### src/hdl/gfba_pkg.sv
// Shared constants, codes and controller/datapath interface types of the free block allocator.
package gfba_pkg;

  localparam int unsigned NUM_BLOCKS_DEFAULT = 256;
  localparam int unsigned GROUP_SIZE_DEFAULT = 16;

  localparam int unsigned BLK_W    = 8;
  localparam int unsigned STATUS_W = 2;
  localparam int unsigned USED_W   = 9;
  localparam int unsigned COUNT_W  = 7;

  localparam logic [USED_W-1:0] USED_MAX = 9'd256;

  localparam logic [STATUS_W-1:0] ST_OK        = 2'd0;
  localparam logic [STATUS_W-1:0] ST_NO_FREE   = 2'd1;
  localparam logic [STATUS_W-1:0] ST_BAD_BLOCK = 2'd2;

  typedef enum logic [3:0] {
    OP_NONE,
    OP_PUSH,
    OP_POP_READ,
    OP_POP_TAKE,
    OP_SPILL,
    OP_REFILL,
    OP_SPILL_END,
    OP_REFILL_END,
    OP_REJECT_EMPTY,
    OP_REJECT_BAD
  } dp_op_e;

  typedef struct packed {
    logic   load;
    dp_op_e op;
    logic   out_load;
  } dp_cmd_t;

  typedef struct packed {
    logic is_free;
    logic blk_bad;
    logic leader_bad;
    logic count_gt1;
    logic stack_full;
    logic xfer_last;
  } dp_stat_t;

endpackage

### src/hdl/gfba_ctrl.sv
// Controller: sequences push, pop, group spill and group refill over the datapath.
module gfba_ctrl import gfba_pkg::*; (
  input  logic     clk_i,
  input  logic     rst_ni,
  input  logic     in_valid_i,
  output logic     in_ready_o,
  output logic     out_valid_o,
  input  logic     out_ready_i,
  input  dp_stat_t stat_i,
  output dp_cmd_t  cmd_o
);

  typedef enum logic [2:0] {
    S_IDLE,
    S_DECODE,
    S_POP,
    S_XFER,
    S_DRAIN,
    S_FINISH
  } state_e;

  state_e state_q, state_d;
  logic   out_valid_q, out_valid_d;

  always_comb begin
    state_d      = state_q;
    cmd_o.load   = 1'b0;
    cmd_o.op     = OP_NONE;
    cmd_o.out_load = 1'b0;
    in_ready_o   = 1'b0;
    case (state_q)
      S_IDLE: begin
        in_ready_o = 1'b1;
        if (in_valid_i) begin
          cmd_o.load = 1'b1;
          state_d    = S_DECODE;
        end
      end
      S_DECODE: begin
        if (stat_i.is_free) begin
          if (stat_i.blk_bad) begin
            cmd_o.op = OP_REJECT_BAD;
            state_d  = S_FINISH;
          end else if (!stat_i.stack_full) begin
            cmd_o.op = OP_PUSH;
            state_d  = S_FINISH;
          end else begin
            state_d = S_XFER;
          end
        end else if (stat_i.count_gt1) begin
          cmd_o.op = OP_POP_READ;
          state_d  = S_POP;
        end else if (stat_i.leader_bad) begin
          cmd_o.op = OP_REJECT_EMPTY;
          state_d  = S_FINISH;
        end else begin
          state_d = S_XFER;
        end
      end
      S_POP: begin
        cmd_o.op = OP_POP_TAKE;
        state_d  = S_FINISH;
      end
      S_XFER: begin
        cmd_o.op = stat_i.is_free ? OP_SPILL : OP_REFILL;
        if (stat_i.xfer_last) state_d = S_DRAIN;
      end
      S_DRAIN: begin
        cmd_o.op = stat_i.is_free ? OP_SPILL_END : OP_REFILL_END;
        state_d  = S_FINISH;
      end
      S_FINISH: begin
        if (!out_valid_q || out_ready_i) begin
          cmd_o.out_load = 1'b1;
          state_d        = S_IDLE;
        end
      end
      default: state_d = S_IDLE;
    endcase
  end

  always_comb begin
    out_valid_d = out_valid_q;
    if (cmd_o.out_load) begin
      out_valid_d = 1'b1;
    end else if (out_ready_i) begin
      out_valid_d = 1'b0;
    end
  end

  always_ff @(posedge clk_i or negedge rst_ni) begin
    if (!rst_ni) begin
      state_q     <= S_IDLE;
      out_valid_q <= 1'b0;
    end else begin
      state_q     <= state_d;
      out_valid_q <= out_valid_d;
    end
  end

  assign out_valid_o = out_valid_q;

endmodule

### config.mk
export PLATFORM = sky130hd
export DESIGN_NAME = gfba_ctrl
export DESIGN_NICKNAME = d
export VERILOG_FILES = /design/src/hdl/gfba_pkg.sv /design/src/hdl/gfba_ctrl.sv
export SDC_FILE = /design/constraint.sdc
export NUM_CORES = 1
export LEC_CHECK = 0
export BUFFER_PORTS_ARGS = -buffer_cell sky130_fd_sc_hd__buf_2
export CAP_MARGIN = 40
export CORE_AREA = 4 4 41 43
export CTS_CLUSTER_DIAMETER = 30
export DETAILED_ROUTE_END_ITERATION = 16
export DIE_AREA = 0 0 45 47
export GPL_TIMING_DRIVEN = 0
export SLEW_MARGIN = 0
export SYNTH_ARGS = -nofsm -noshare
export SYNTH_HDL_FRONTEND = slang
export SYNTH_SLANG_ARGS = --single-unit
### constraint.sdc
create_clock -name clk_i -period 1.8 [get_ports clk_i]
set_input_delay 0 -clock clk_i [delete_from_list [all_inputs] [get_ports clk_i]]
set_output_delay 0 -clock clk_i [all_outputs]
set_load 0.005 [all_outputs]
==> flow_summary.ini, run 1 <==
[clock_network]
clockRootBuffer = clkbuf_4
cts_inserted_buffers = 3
cts_setup_buffers = 0
cts_sinks = 4
cts_resized = 0
cts_tree = done
clkTransAtPathRegs_ns = 0.04
htree_levels = 1
clkLatencyLatePin_ns = 0.23
clockBufferDepth = 2

[global_route]
antenna_found_initial = 0
grt_usage_pct = 8.63
use_met3_pct = 1.92
grt_max_degree = 11
grt_util_met2_pct = 13.6
use_met1_pct = 10.8
overflow = 0
first_global_vias = 345
grt_pass1_wl_mm = 1.34
busiest_layer = met2

[power]
vdd_ir_drop_max_mv = 0.764
power_density_nw_per_um2 = 1580
p_leak_nw = 0.274

[cells_and_area]
nNetsFinal = 80
final_core_util_pct = 38.9
n_antenna_cell = 0
area_growth_pct = 36.8
drive_gt1_share_pct = 39.7
fill_cells = 155

[floorplan]
io_pins = 18
rows = 13
die_w_um = 45
die_y_um = 47
die_area_um2 = 2120
start_util_pct = 28.5
coreArea_um2 = 1300

[logic_synthesis]
yosys.area.top_type = dfrtp_1
synth_area_um2 = 370
ys_ff_latch = 4
post-synth-top-count-cell = nand2_1
async_flop_share_pct = 100
synth_edf_count = 0
synth_fp_nets = 57
ys_seq_area_share_pct = 27.0
yosys_most_used_dff = dfrtp_1
synth_area_per_cell_um2 = 7.88
synthCells = 47
netlist.area_leader.share_pct = 27.0
ys_warn_count = 0
synthTopCellsByArea = dfrtp_1 (27%), o21ai_0 (5.4%), nand2_1 (5.1%)
ys_types = 28
ys_top_cells_by_count = nand2_1 (5), dfrtp_1 (4), nor2_1 (4), o21ai_0 (4)

[critical_path]
setup.worst_path.end = cmd_o[1]
rr_worst_depth = 3
startpoint = state_q[1]
r2r-start = state_q[1]
path_common_cell = buf_2
startpoint_type = flop
critPathMaxFanout = 10
critPathArrivalTime_ns = 1.40
rr_endpoint = state_q[0]
crit_required_ns = 1.80
path_class = flop to primary output
ff2ff_setup_slack_ns = 0.59
cp_slowest_cell = dfrtp_1
path_cells = buf_2, nor2_1, nand2_1, o211ai_1, buf_2
cpPeakStageDelay_ns = 0.43
cp-end-kind = primary output

[route]
viasPerCell = 4.95
route.detailed.drc = 0
finalWirelength_um = 837
firstDrtPassIters = 4
vias = 411
drtIter0Drc = 6
detail_route.wl_per_cell_um = 10.1
drt.antenna.violating_nets = 0

[sta]
timing.final.crit_share_pct = 77.8
setup_tns_ns = 0
period_minus_slack_ns = 1.40
hold_viol = 0
drv_slew = 0
rsz0062_at_grt = false
final-setup-viol-count = 0
whs_ns = 0.0826
max_freq_ghz = 0.714
max-slew-margin-rel_pct = 75.6
worstMarginPinSlew_ns = 0.363
worst_clock_skew_ns = 0.00266
fin_ws_ns = 0.400

[placement]
gp_congestion = 0.804
dp_slack_ns = 0.607
portBuffers = 17
hpwl_um = 693

[status]
status = finished, final reports clean

[run]
cap_viol_max_count = 0

[worst_hold_path]
hold_class = input port to flop
-- power by group --
| group | internal, mW | switching [mW] | total (mW) |
|---|---|---|---|
| logic | 0.272 | 0.251 | 0.523 |
| registers | 0.136 | 0.0349 | 0.171 |
| clock network | 0.0743 | 0.0322 | 0.107 |
| total | 0.482 | 0.318 | 0.800 |
-- worst max-delay path: cells and delay by family, from the launching register on --
kind / cells / cell delay, ns
buffers and inverters: 2 / 0.35
and+or+nand+nor: 2 / 0.25
AOI/OAI and AO/OA: 1 / 0.15
DFF: 1 / 0.43
-- flip-flops by register name (all words and copies together), names as in the netlist --
signal / flops
out_valid_o: 1
state_q: 3
-- cells by family (layout without fill, tap and decap cells) --
kind of cell           count (synthesis)  in the layout  share of synthesized area [%]
AO/OA/AOI/OAI                         16             16                           28.7
flip-flops                             4              4                           27.0
buffers and inverters                  7             28                           11.5
AND/OR/NAND/NOR                       20             20                           32.8
-- worst min path at each step --
| stage | start | endpoint | slack, ns | cells past startpoint |
|---|---|---|---|---|
| 2_1_floorplan | rst_ni | out_valid_o | -0.30 | 0 |
| 3_3_place_gp | rst_ni | out_valid_o | -0.19 | 1 |
| 3_5_place_dp | rst_ni | out_valid_o | -0.19 | 1 |
| 4_1_cts | stat_i[3] | state_q[2] | 0.08 | 3 |
| 5_1_grt | stat_i[3] | state_q[2] | 0.1 | 3 |
| 6_report | stat_i[3] | state_q[2] | 0.08 | 3 |
-- cell usage in the layout (no fill, tap or decap), types with 2 or more instances in the layout --
master / count
dfrtp_1: 4
buf_4: 2
clkbuf_4: 3
a21oi_1: 3
nand2_1: 5
nor2_1: 4
inv_1: 2
o21ai_0: 4
buf_2: 18
nor2b_1: 3
-- per-stage QoR --
step | cell area, µm² | power, mW | cells
final | 507 | 0.800 | 83
after global routing | 507 | 0.887 | 83
after CTS | 507 | 0.814 | 83
after detailed placement | 474 | 0.701 | 79
after global placement | 474 | 0.700 | 79
after floorplan | 370 | 0.540 | 47
-- repair_timing --
item | in CTS | in global routing
hold endpoints to repair | 4 | 0
endpoints found under the setup margin | 0 | 0
hold buffers | 1 | 0
-- routing by layer --
metal,part of all wire (%),vias up
met3,8.6,0
li1,-,207
met2,52,18
met5,0,-
met4,0,0
met1,39,186
-- layout make-up --
class                      instances  area, µm²  area share (%)
multi-input combinational         36        228            44.9
tap                               15       18.8            3.70
buffer                             4       31.3            6.17
sequential                         4        100            19.8
timing repair buffer              18       95.1            18.8
inverter                           3       11.3            2.22
clock buffer                       3       22.5            4.44
No activity file was read; power rests on OpenSTA's default activity.
==> run 2, diff against run 1 <==
clock period = 1.2 ns   (was 1.8 ns; I/O delays follow)
==> run 2 against run 1 <==
Effect of this change:
- the flow now finishes with violations (negative setup slack)
- die area did not move
- register-to-register slack got worse by 0.68 ns
- largest cell class unchanged
- highest routed layer unchanged
- worst setup slack got worse by 0.51 ns
- clock power increased by 50%
- sequential power up 73%
- final cell count is 11% higher
- largest power group unchanged
- critical path type unchanged
- clock skew about the same
- global-route usage is 2.9 points higher
==> flow_summary.ini, run 2 (synthesized netlist as in run 1, its figures left out) <==
[critical_path]
path_class = flop to primary output
crit_required_ns = 1.20
cp-end-kind = primary output
cp_slowest_cell = dfrtp_1
path_cells = or3_4, inv_2, and2_1, buf_2
cpPeakStageDelay_ns = 0.41
rr_worst_depth = 4
critPathMaxFanout = 4
critPathArrivalTime_ns = 1.31
startpoint_type = flop

[sta]
max_freq_ghz = 0.762
rsz0062_at_grt = true
worst_clock_skew_ns = 0.00256
hold_viol = 0
timing.final.crit_share_pct = 109
drv_slew = 0
worstMarginPinSlew_ns = 0.408
whs_ns = 0.105
setup_tns_ns = -0.454
period_minus_slack_ns = 1.31
max-slew-margin-rel_pct = 72.5
final-setup-viol-count = 7
fin_ws_ns = -0.113

[route]
firstDrtPassIters = 4
vias = 444
drt.antenna.violating_nets = 0
drtIter0Drc = 2
finalWirelength_mm = 1.14
viasPerCell = 4.83
route.detailed.drc = 0
detail_route.wl_per_cell_um = 12.4

[placement]
portBuffers = 17
dpl_cell_area_um2 = 474
hpwl_um = 693
gp_congestion = 0.804
dp_slack_ns = 0.00669
numPlacedInstances = 79

[run]
cap_viol_max_count = 0

[cells_and_area]
final-seq-area_um2 = 103
final_cells = 92
final_core_util_pct = 49.9
n_antenna_cell = 0
largest_reg_flops = 3
area_growth_pct = 75.3
fill_cells = 132
final_common_cell = buf_2
final_cell_area_um2 = 649
regMostFlops = state_q
drive_gt1_share_pct = 61.0
mostFrequentLayoutCells = buf_2 (17), buf_4 (7), buf_6 (6)
multi_input_area_um2 = 279
nNetsFinal = 89

[power]
power_density_nw_per_um2 = 2660
vdd_ir_drop_max_mv = 1.46
p_leak_nw = 0.332
power_mw = 1.73

[floorplan]
die_w_um = 45
io_pins = 18
die_y_um = 47
start_util_pct = 28.5
coreArea_um2 = 1300
die_area_um2 = 2120
rows = 13

[global_route]
grt_usage_pct = 11.5
grt_max_degree = 11
first_global_vias = 440
antenna_found_initial = 0
overflow = 0
grt_pass1_wl_mm = 1.79

[clock_network]
cts_sinks = 4
htree_levels = 1
clockRootBuffer = clkbuf_4
cts_inserted_buffers = 3
cts_tree = done
clockBufferDepth = 2
clkTransAtPathRegs_ns = 0.04
clkLatencyLatePin_ns = 0.23

[status]
status = finished, violations left
violations = negative setup slack

[worst_hold_path]
hold_class = input port to asynchronous set/reset pin
## run 2: cell count changes in the layout (fill, tap and decap cells not counted), moves of 2 or more
cell and change:
buf_4 +5, buf_6 +5, dfrtp_1 -2, dfrtp_2 +2
o21ai_0 -3, o21ai_1 +3
## run 2: final timing paths
path                       startpoint         end  slack [ns]
max in group asynchronous      rst_ni  state_q[0]        0.97
setup reg to reg           state_q[1]  state_q[0]       -0.09
min in group clk_i         in_valid_i  state_q[0]        0.11
hold reg to reg            state_q[0]  state_q[0]        0.64
hold / removal                 rst_ni  state_q[2]        0.10
setup / recovery           state_q[2]    cmd_o[5]       -0.11
## run 2: worst max-delay path: cells and delay by family, from the launching register on
kind                   cells  cell delay [ns]
buffers and inverters      2             0.16
DFF                        1             0.41
and+or+nand+nor            2             0.51
## run 2: area by class of cell
cell class,count,share of cell area (%)
Sequential cell,4,15.8
Multi-Input combinational cell,36,43.0
Buffer,3,4.62
Tap cell,15,2.89
Inverter,3,1.73
Timing Repair Buffer,28,28.5
Clock buffer,3,3.47
## run 2: timing repair
item | in CTS | in global routing
pin swaps | 5 | 3
gates cloned | 0 | 1
buffers inserted | 8 | 1
hold buffers | 1 | 0
setup endpoints to repair | 8 | 10
gates resized for setup | 16 | 8
hold endpoints to repair | 4 | 0
## run 2: metal layers
metal | part of all wire, % | wire, µm | track usage (%) | vias up
li1 | - | - | - | 226
met1 | 42 | 474 | 12.8 | 207
met2 | 54 | 613 | 19.5 | 11
met3 | 4.7 | 54 | 1.92 | 0
met4 | 0 | 0 | 8.77 | 0
met5 | 0 | 0 | 0 | -
## run 2: where the power goes
part / switching (mW) / internal, mW
logic: 0.547 / 0.724
registers: 0.0847 / 0.210
clock network: 0.0494 / 0.112
